--- src/design/slpe_pkg.sv ---
`timescale 1ns / 1ps
// slpe_pkg: shared types, codes and constants of the status LED pattern engine.
// No dependencies; used by every module in the design folder.
package slpe_pkg;

    localparam int OP_W       = 2;
    localparam int PATTERN_W  = 3;
    localparam int COLOR_W    = 24;
    localparam int DURATION_W = 16;
    localparam int LEVEL_W    = 8;
    localparam int INTERVAL_W = 10;
    localparam int CFG_IDX_W  = 1;

    typedef enum logic [OP_W-1:0] {
        OP_TICK  = 2'd0,
        OP_SET   = 2'd1,
        OP_FLASH = 2'd2
    } op_t;

    typedef enum logic [PATTERN_W-1:0] {
        PAT_OFF          = 3'd0,
        PAT_GREEN        = 3'd1,
        PAT_BLUE         = 3'd2,
        PAT_PURPLE       = 3'd3,
        PAT_BREATH_RED   = 3'd4,
        PAT_BREATH_YELLOW = 3'd5,
        PAT_BLINK_WHITE  = 3'd6
    } pattern_t;

    localparam logic [CFG_IDX_W-1:0] CFG_BREATH_INTERVAL = 1'b0;
    localparam logic [CFG_IDX_W-1:0] CFG_BLINK_INTERVAL  = 1'b1;

    localparam logic [INTERVAL_W-1:0] BREATH_INTERVAL_RST = 10'd20;
    localparam logic [INTERVAL_W-1:0] BLINK_INTERVAL_RST  = 10'd500;
    localparam logic [INTERVAL_W-1:0] ELAPSED_MAX         = 10'd1023;

    localparam logic [LEVEL_W-1:0] BREATH_STEP  = 8'd5;
    localparam logic [LEVEL_W-1:0] BREATH_TOP   = 8'd255;
    localparam logic [LEVEL_W-1:0] BREATH_FLOOR = 8'd10;

    localparam logic [COLOR_W-1:0] COLOR_DARK   = 24'h000000;
    localparam logic [COLOR_W-1:0] COLOR_GREEN  = 24'h00FF00;
    localparam logic [COLOR_W-1:0] COLOR_BLUE   = 24'h0000FF;
    localparam logic [COLOR_W-1:0] COLOR_PURPLE = 24'h8000FF;
    localparam logic [COLOR_W-1:0] COLOR_WHITE  = 24'hFFFFFF;

    typedef struct packed {
        logic [OP_W-1:0]       op;
        logic [PATTERN_W-1:0]  pattern;
        logic [COLOR_W-1:0]    flash_color;
        logic [DURATION_W-1:0] flash_duration;
    } item_t;

endpackage

--- src/design/status_led_pattern_engine.sv ---
`timescale 1ns / 1ps
// status_led_pattern_engine: top level of the RGB status pixel pattern engine.
// Depends on slpe_pkg, slpe_in_stage and slpe_core.
//
// Usage:
//   s_* channel carries events: op tick (one millisecond), set pattern or
//   start flash, with pattern, flash_color and flash_duration alongside.
//   m_* channel returns one result per event: the pixel colour after the
//   event and the flashing flag.
//   cfg_* channel writes the breath interval (index 0) and the blink
//   interval (index 1); write it only while no event is in flight.
// Path: the input register loads at the input transfer; the update logic then
//   fills the result register when the held event advances, which m_ready low
//   can hold back.
// Throughput: one event per cycle while m_ready is high; the whole update is
//   combinational logic between the input register and the result register.
// Stall: when m_ready is low the result register holds, the input register
//   fills and s_ready drops; nothing is lost or repeated.
// Reset (aresetn low, synchronous): pattern off, pixel dark, no flash,
//   intervals back to 20 ms and 500 ms, both channels empty.
module status_led_pattern_engine (
    input  logic                                  aclk,
    input  logic                                  aresetn,
    input  logic                                  s_valid,
    output logic                                  s_ready,
    input  logic [slpe_pkg::OP_W-1:0]             s_op,
    input  logic [slpe_pkg::PATTERN_W-1:0]        s_pattern,
    input  logic [slpe_pkg::COLOR_W-1:0]          s_flash_color,
    input  logic [slpe_pkg::DURATION_W-1:0]       s_flash_duration,
    output logic                                  m_valid,
    input  logic                                  m_ready,
    output logic [slpe_pkg::LEVEL_W-1:0]          m_red,
    output logic [slpe_pkg::LEVEL_W-1:0]          m_green,
    output logic [slpe_pkg::LEVEL_W-1:0]          m_blue,
    output logic                                  m_flashing,
    input  logic                                  cfg_valid,
    output logic                                  cfg_ready,
    input  logic [slpe_pkg::CFG_IDX_W-1:0]        cfg_index,
    input  logic [slpe_pkg::INTERVAL_W-1:0]       cfg_data
);

    slpe_pkg::item_t s_item;
    slpe_pkg::item_t item;
    logic            item_valid;
    logic            item_ready;

    assign s_item.op             = s_op;
    assign s_item.pattern        = s_pattern;
    assign s_item.flash_color    = s_flash_color;
    assign s_item.flash_duration = s_flash_duration;

    slpe_in_stage u_in_stage (
        .aclk       (aclk),
        .aresetn    (aresetn),
        .s_valid    (s_valid),
        .s_ready    (s_ready),
        .s_item     (s_item),
        .item_valid (item_valid),
        .item_ready (item_ready),
        .item       (item)
    );

    slpe_core u_core (
        .aclk       (aclk),
        .aresetn    (aresetn),
        .cfg_valid  (cfg_valid),
        .cfg_ready  (cfg_ready),
        .cfg_index  (cfg_index),
        .cfg_data   (cfg_data),
        .item_valid (item_valid),
        .item_ready (item_ready),
        .item       (item),
        .m_valid    (m_valid),
        .m_ready    (m_ready),
        .m_red      (m_red),
        .m_green    (m_green),
        .m_blue     (m_blue),
        .m_flashing (m_flashing)
    );

endmodule

--- src/design/slpe_in_stage.sv ---
`timescale 1ns / 1ps
// slpe_in_stage: input register of the event channel.
// Depends on slpe_pkg (item_t).
module slpe_in_stage (
    input  logic                aclk,
    input  logic                aresetn,
    input  logic                s_valid,
    output logic                s_ready,
    input  slpe_pkg::item_t     s_item,
    output logic                item_valid,
    input  logic                item_ready,
    output slpe_pkg::item_t     item
);

    logic            valid_reg;
    slpe_pkg::item_t item_reg;

    // Refill in the same cycle the held item moves on.
    assign s_ready    = !valid_reg || item_ready;
    assign item_valid = valid_reg;
    assign item       = item_reg;

    always_ff @(posedge aclk) begin
        if (!aresetn) begin
            valid_reg <= 1'b0;
        end else if (s_ready) begin
            valid_reg <= s_valid;
        end
    end

    always_ff @(posedge aclk) begin
        if (s_valid && s_ready) begin
            item_reg <= s_item;
        end
    end

endmodule

--- src/design/slpe_core.sv ---
`timescale 1ns / 1ps
// slpe_core: pattern state, configuration registers, event update and result register.
// Depends on slpe_pkg.
module slpe_core (
    input  logic                                  aclk,
    input  logic                                  aresetn,
    input  logic                                  cfg_valid,
    output logic                                  cfg_ready,
    input  logic [slpe_pkg::CFG_IDX_W-1:0]        cfg_index,
    input  logic [slpe_pkg::INTERVAL_W-1:0]       cfg_data,
    input  logic                                  item_valid,
    output logic                                  item_ready,
    input  slpe_pkg::item_t                       item,
    output logic                                  m_valid,
    input  logic                                  m_ready,
    output logic [slpe_pkg::LEVEL_W-1:0]          m_red,
    output logic [slpe_pkg::LEVEL_W-1:0]          m_green,
    output logic [slpe_pkg::LEVEL_W-1:0]          m_blue,
    output logic                                  m_flashing
);

    logic [slpe_pkg::INTERVAL_W-1:0] breath_interval_reg;
    logic [slpe_pkg::INTERVAL_W-1:0] blink_interval_reg;

    logic [slpe_pkg::PATTERN_W-1:0]  active_reg,  active_next;
    logic [slpe_pkg::PATTERN_W-1:0]  saved_reg,   saved_next;
    logic                            flash_on_reg, flash_on_next;
    logic [slpe_pkg::DURATION_W-1:0] remaining_reg, remaining_next;
    logic [slpe_pkg::INTERVAL_W-1:0] elapsed_reg, elapsed_next;
    logic [slpe_pkg::LEVEL_W-1:0]    level_reg,   level_next;
    logic                            rising_reg,  rising_next;
    logic [slpe_pkg::COLOR_W-1:0]    pixel_reg,   pixel_next;

    logic                            out_valid_reg;
    logic [slpe_pkg::COLOR_W-1:0]    out_pixel_reg;
    logic                            out_flashing_reg;

    logic                            advance;
    logic                            run;
    logic [slpe_pkg::PATTERN_W-1:0]  run_pat;
    logic [slpe_pkg::INTERVAL_W-1:0] elapsed_inc;
    logic [slpe_pkg::DURATION_W-1:0] remaining_dec;
    logic                            breath_due;
    logic                            blink_due;
    logic [slpe_pkg::LEVEL_W:0]      breath_sum;
    logic [slpe_pkg::LEVEL_W-1:0]    step_level;
    logic                            step_rising;

    assign cfg_ready  = 1'b1;
    assign item_ready = !out_valid_reg || m_ready;
    assign advance    = item_valid && item_ready;

    assign m_valid    = out_valid_reg;
    assign m_red      = out_pixel_reg[23:16];
    assign m_green    = out_pixel_reg[15:8];
    assign m_blue     = out_pixel_reg[7:0];
    assign m_flashing = out_flashing_reg;

    always_ff @(posedge aclk) begin
        if (!aresetn) begin
            breath_interval_reg <= slpe_pkg::BREATH_INTERVAL_RST;
            blink_interval_reg  <= slpe_pkg::BLINK_INTERVAL_RST;
        end else if (cfg_valid && cfg_ready) begin
            case (cfg_index)
                slpe_pkg::CFG_BREATH_INTERVAL: breath_interval_reg <= cfg_data;
                slpe_pkg::CFG_BLINK_INTERVAL:  blink_interval_reg  <= cfg_data;
                default: ;
            endcase
        end
    end

    assign elapsed_inc   = (elapsed_reg == slpe_pkg::ELAPSED_MAX) ? elapsed_reg
                                                                  : elapsed_reg + 1'b1;
    assign remaining_dec = (remaining_reg == '0) ? remaining_reg : remaining_reg - 1'b1;
    assign breath_due    = elapsed_inc >= breath_interval_reg;
    assign blink_due     = elapsed_inc >= blink_interval_reg;
    assign breath_sum    = {1'b0, level_reg} + {1'b0, slpe_pkg::BREATH_STEP};

    // One breathing step: clamp at the top, bounce off the floor.
    always_comb begin
        step_level  = level_reg;
        step_rising = rising_reg;
        if (rising_reg) begin
            if (breath_sum >= {1'b0, slpe_pkg::BREATH_TOP}) begin
                step_level  = slpe_pkg::BREATH_TOP;
                step_rising = 1'b0;
            end else begin
                step_level = breath_sum[slpe_pkg::LEVEL_W-1:0];
            end
        end else if (level_reg <= slpe_pkg::BREATH_FLOOR + slpe_pkg::BREATH_STEP) begin
            step_level  = slpe_pkg::BREATH_FLOOR;
            step_rising = 1'b1;
        end else begin
            step_level = level_reg - slpe_pkg::BREATH_STEP;
        end
    end

    always_comb begin
        active_next    = active_reg;
        saved_next     = saved_reg;
        flash_on_next  = flash_on_reg;
        remaining_next = remaining_reg;
        elapsed_next   = elapsed_reg;
        level_next     = level_reg;
        rising_next    = rising_reg;
        pixel_next     = pixel_reg;
        run            = 1'b0;
        run_pat        = active_reg;

        case (item.op)
            slpe_pkg::OP_TICK: begin
                elapsed_next = elapsed_inc;
                if (flash_on_reg) begin
                    remaining_next = remaining_dec;
                    if (remaining_dec == '0) begin
                        flash_on_next = 1'b0;
                        active_next   = saved_reg;
                        run           = 1'b1;
                        run_pat       = saved_reg;
                    end
                end else begin
                    run = 1'b1;
                end
            end
            slpe_pkg::OP_SET: begin
                active_next = item.pattern;
                level_next  = '0;
                rising_next = 1'b1;
            end
            slpe_pkg::OP_FLASH: begin
                if (!flash_on_reg) begin
                    saved_next = active_reg;
                end
                flash_on_next  = 1'b1;
                remaining_next = item.flash_duration;
                pixel_next     = item.flash_color;
            end
            default: ;
        endcase

        if (run) begin
            case (run_pat)
                slpe_pkg::PAT_OFF:    pixel_next = slpe_pkg::COLOR_DARK;
                slpe_pkg::PAT_GREEN:  pixel_next = slpe_pkg::COLOR_GREEN;
                slpe_pkg::PAT_BLUE:   pixel_next = slpe_pkg::COLOR_BLUE;
                slpe_pkg::PAT_PURPLE: pixel_next = slpe_pkg::COLOR_PURPLE;
                slpe_pkg::PAT_BREATH_RED: begin
                    if (breath_due) begin
                        elapsed_next = '0;
                        level_next   = step_level;
                        rising_next  = step_rising;
                        pixel_next   = {step_level, 8'h00, 8'h00};
                    end
                end
                slpe_pkg::PAT_BREATH_YELLOW: begin
                    if (breath_due) begin
                        elapsed_next = '0;
                        level_next   = step_level;
                        rising_next  = step_rising;
                        pixel_next   = {step_level, step_level, 8'h00};
                    end
                end
                slpe_pkg::PAT_BLINK_WHITE: begin
                    if (blink_due) begin
                        elapsed_next = '0;
                        rising_next  = !rising_reg;
                        pixel_next   = rising_reg ? slpe_pkg::COLOR_DARK
                                                  : slpe_pkg::COLOR_WHITE;
                    end
                end
                default: ;  // unused code: pixel holds
            endcase
        end
    end

    always_ff @(posedge aclk) begin
        if (!aresetn) begin
            active_reg    <= slpe_pkg::PAT_OFF;
            saved_reg     <= slpe_pkg::PAT_OFF;
            flash_on_reg  <= 1'b0;
            remaining_reg <= '0;
            elapsed_reg   <= '0;
            level_reg     <= '0;
            rising_reg    <= 1'b1;
            pixel_reg     <= slpe_pkg::COLOR_DARK;
        end else if (advance) begin
            active_reg    <= active_next;
            saved_reg     <= saved_next;
            flash_on_reg  <= flash_on_next;
            remaining_reg <= remaining_next;
            elapsed_reg   <= elapsed_next;
            level_reg     <= level_next;
            rising_reg    <= rising_next;
            pixel_reg     <= pixel_next;
        end
    end

    always_ff @(posedge aclk) begin
        if (!aresetn) begin
            out_valid_reg <= 1'b0;
        end else if (item_ready) begin
            out_valid_reg <= item_valid;
        end
    end

    always_ff @(posedge aclk) begin
        if (advance) begin
            out_pixel_reg    <= pixel_next;
            out_flashing_reg <= flash_on_next;
        end
    end

    a_flash_sets_flag: assert property (@(posedge aclk) disable iff (!aresetn)
        advance && item.op == slpe_pkg::OP_FLASH |=> m_valid && m_flashing)
        else $error("flash transfer did not raise flashing");

    a_flash_expires: assert property (@(posedge aclk) disable iff (!aresetn)
        advance && item.op == slpe_pkg::OP_TICK && flash_on_reg && remaining_reg <= 16'd1
        |=> !flash_on_reg)
        else $error("flash did not end on its last tick");

    a_set_restarts_breath: assert property (@(posedge aclk) disable iff (!aresetn)
        advance && item.op == slpe_pkg::OP_SET |=> level_reg == '0 && rising_reg)
        else $error("set pattern did not restart breathing");

    a_solid_green: assert property (@(posedge aclk) disable iff (!aresetn)
        advance && item.op == slpe_pkg::OP_TICK && !flash_on_reg
        && active_reg == slpe_pkg::PAT_GREEN
        |=> m_red == 8'h00 && m_green == 8'hFF && m_blue == 8'h00)
        else $error("solid green tick gave wrong pixel");

endmodule
--- config.mk ---
export PLATFORM = sky130hd
export DESIGN_NAME = status_led_pattern_engine
export DESIGN_NICKNAME = d
export VERILOG_FILES = /design/src/design/slpe_pkg.sv /design/src/design/status_led_pattern_engine.sv /design/src/design/slpe_in_stage.sv /design/src/design/slpe_core.sv
export SDC_FILE = /design/constraint.sdc
export NUM_CORES = 1
export LEC_CHECK = 0
export ABC_AREA = 1
export BUFFER_PORTS_ARGS = -buffer_cell sky130_fd_sc_hd__buf_2
export CAP_MARGIN = 20
export CORE_UTILIZATION = 60
export CTS_CLUSTER_SIZE = 16
export DETAILED_ROUTE_END_ITERATION = 10
export GPL_TIMING_DRIVEN = 1
export PLACE_DENSITY = 0.85
export REMOVE_ABC_BUFFERS = 1
export SKIP_CTS_REPAIR_TIMING = 1
export SYNTH_ARGS = -nofsm -noshare
export SYNTH_HDL_FRONTEND = slang
export SYNTH_SLANG_ARGS = --single-unit
export TNS_END_PERCENT = 5
--- constraint.sdc ---
create_clock -name aclk -period 9.95 [get_ports aclk]
set_input_delay 1.99 -clock aclk [delete_from_list [all_inputs] [get_ports aclk]]
set_output_delay 1.99 -clock aclk [all_outputs]
set_load 0.01 [all_outputs]
==> results.ini <==
[floorplanning]
io_pins = 89
dieArea_mm2 = 0.0155
die_height_um = 125
start_util_pct = 61.8
core_mm2 = 0.0146
rows = 44
die_width_um = 125

[synth]
synth-seq-area-share_pct = 42.8
synthesis.area_mm2 = 0.00902
synth_top_family_by_area = simple AND/OR/NAND/NOR gates
synth_compound_area_share_pct = 16.4
ys_async_sr_fraction_pct = 0
ys_warn_count = 0
synth.avg_cell_area_um2 = 7.57
synth_ff_type = dfxtp_1
synthDistinctLibCells = 43
ys_seq_elements = 158
synth_fa_ha_area_share_pct = 3.47
synth_xor_xnor_area_share_pct = 1.36
synth_edf_count = 70
netlist_instances = 1192
yosys.area_share.simple_pct = 26.1
synth.area.mux_share_pct = 0.125

[setup_path]
startpoint_type = flop
path_class = flop to flop
max_stage_delay_ps = 390
crit_arrival_ps = 4970
cp_num_cells = 26
cpMostUsedCell = inv_1
crit_required_ps = 10290
startpoint = u_core.elapsed_reg[0]$_SDFFE_PN0P_
rr_worst_depth = 26
cpMaxStageDelayCell = dfxtp_1
critPathBufInv = 8
r2r-start = u_core.elapsed_reg[0]$_SDFFE_PN0P_
critPathTopFamily = simple AND/OR/NAND/NOR gates
worstSetupEndpointType = flop
rrSetupSlack_ps = 5320
timing.rr.end = u_core.pixel_reg[7]$_SDFFE_PN0P_
endpoint = u_core.pixel_reg[7]$_SDFFE_PN0P_
critPathMaxFanout = 24

[placed_design]
place_ws_ps = 5480
post_dp_cell_area_mm2 = 0.00949
dpl.hpwl_mm = 13.9
gp_congestion = 0.931
portBuffers = 87

[global_route]
antenna_found_initial = 0
grt_max_degree = 105
grtUsageTotal_pct = 27.7
grt-ovfl-total = 0
first_global_vias = 7326
grt_pass1_wl_mm = 34.9

[finish]
n_antenna_cell = 0
n_fill_cell = 1152
final_common_cell = nand2_1
largest_reg_flops = 45
mostFrequentLayoutCells = 241 x nand2_1, 151 x inv_1, 110 x a21oi_1
areaGrowthSynthToFinish_pct = 11.5
nets = 1337
drive_gt1_share_pct = 16.1
design_area_mm2 = 0.0101

[detailed_routing]
drt_wl_total_mm = 21.5
vias_per_cell = 5.65
antenna_left = 0
drc = 0
drt_iter0_markers = 668
wl_per_cell_um = 14.9
first_pass_iters = 5
vias = 8185

[sta]
min_period_over_period_pct = 46.6
hold_violations = 0
setup_violations = 0
fin_ws_ps = 5320
setup_tns_ps = 0
max_freq_mhz = 216
slew_headroom_pct = 27.5
fin_crit_ps = 4630
timing.hold.ws_ps = 463
worst_pin_slew_ps = 1090
fin_skew_ps = 10.6
slew_violations = 0
rsz0062_at_grt = no

[cts]
root_buffer = clkbuf_16
clk_path_buf_depth = 2
cts_max_level = 4
clk_latency_ps = 430
cts_sinks = 158
cts_buffers = 17
clkTransAtPathRegs_ps = 70
cts_tree = built

[pwr]
leakagePower_nw = 4.73
ir_drop_v = 0.000148
p_per_area_mw_per_mm2 = 168

[status]
status = complete, no violations

[worst_hold_path]
hold_path_class = flop to flop

[job]
maxCapViolations = 0

[worst min path at each step]
| stage | depth (start not counted) | start | to | slack [ps] |
|---|---|---|---|---|
| final | 2 | u_core.breath_interval_reg[9]$_SDFFE_PN0P_ | u_core.breath_interval_reg[9]$_SDFFE_PN0P_ | 460 |
| after global routing | 2 | u_core.breath_interval_reg[7]$_SDFFE_PN0P_ | u_core.breath_interval_reg[7]$_SDFFE_PN0P_ | 480 |
| after CTS | 2 | u_core.breath_interval_reg[9]$_SDFFE_PN0P_ | u_core.breath_interval_reg[9]$_SDFFE_PN0P_ | 470 |
| after detailed placement | 2 | u_core.breath_interval_reg[9]$_SDFFE_PN0P_ | u_core.breath_interval_reg[9]$_SDFFE_PN0P_ | 450 |
| after global placement | 2 | u_core.blink_interval_reg[3]$_SDFFE_PN0P_ | u_core.blink_interval_reg[3]$_SDFFE_PN0P_ | 450 |
| after floorplan | 2 | u_core.blink_interval_reg[1]$_SDFFE_PN0P_ | u_core.blink_interval_reg[1]$_SDFFE_PN0P_ | 430 |
[metrics by stage]
stage | cells | power (W) | util (%)
2_1_floorplan | 1137 | 0.000993 | -
3_3_place_gp | 1415 | 0.00107 | 65.0
3_5_place_dp | 1415 | 0.00109 | 65.0
4_1_cts | 1447 | 0.00169 | 68.8
5_1_grt | 1448 | 0.00177 | 68.9
6_report | 1448 | 0.00169 | 68.9
[final cells by class]
type                            instances  area [µm²]  area share [%]
Sequential cell                       158        3860            38.4
Multi-Input combinational cell        819        4300            42.8
Clock buffer                           20         447            4.44
Inverter                              160         604            6.01
Clock inverter                         12        98.8           0.983
Timing Repair Buffer                   95         508            5.05
Tap cell                              184         230            2.29
[cells by family (layout without fill, tap and decap cells)]
group | Yosys count | count (layout)
buf+inv | 215 | 287
other cells | 1 | 1
xor+xnor | 14 | 14
flops | 158 | 158
simple gates | 512 | 512
compound gates | 266 | 266
fa+ha+maj | 25 | 25
mux | 1 | 1
[worst reg2reg max path, stage by stage, from the launching register on]
cell and delay [ps]:
dfxtp_1 390, ha_1 210, nand2_1 100, nor3_1 240, inv_1 60, nor2_1 190
and2_1 160, inv_1 50, nor3_1 230, inv_1 150, o21ai_0 260, inv_1 100
ha_1 300, inv_1 60, nor2_1 30, o211ai_1 150, o2111ai_1 150, a31oi_2 150
buf_4 300, inv_1 150, nand2_1 110, inv_1 320, a21oi_1 260, nand2_1 70
nand3_1 110, nand2_1 80, a21oi_1 170
[cell usage after synthesis (2+ instances only)]
cell type / n / area, µm²
a211oi_1: 3 / 22.5
a21oi_1: 110 / 551
a21oi_2: 8 / 70.1
a221oi_1: 13 / 114
a31oi_1: 7 / 43.8
and2_1: 2 / 12.5
buf_2: 5 / 25.0
buf_4: 3 / 22.5
buf_6: 6 / 67.6
clkbuf_1: 40 / 150
dfxtp_1: 88 / 1760
edfxtp_1: 70 / 2100
ha_1: 25 / 313
inv_1: 152 / 571
inv_2: 6 / 22.5
nand2_1: 241 / 905
nand2_2: 11 / 68.8
nand2_4: 4 / 45.0
nand3_1: 85 / 425
nand3_2: 2 / 20.0
nand4_1: 19 / 119
nor2_1: 101 / 379
nor2_2: 8 / 50.1
nor2_4: 5 / 56.3
nor2_8: 3 / 60.1
nor3_1: 5 / 25.0
o2111ai_1: 4 / 35.0
o211ai_1: 14 / 105
o21ai_0: 95 / 475
o21ai_1: 9 / 45.0
or2_2: 23 / 144
xor2_1: 14 / 123
[report_power, final]
| group | leakage (nW) | internal, W | switching [W] |
|---|---|---|---|
| Combinational | 3.08 | 0.000112 | 0.000228 |
| Sequential | 1.40 | 0.000722 | 0.0000219 |
| Clock | 0.251 | 0.000331 | 0.000277 |
[layer usage]
metal / track usage (%) / vias to the layer above / part of all wire (%)
li1: - / 4079 / -
met1: 36.1 / 3750 / 43
met2: 45.8 / 313 / 48
met3: 6.01 / 43 / 7.4
met4: 8.79 / 0 / 1.8
met5: 0 / - / 0
Power figures use the tool's default switching activity.
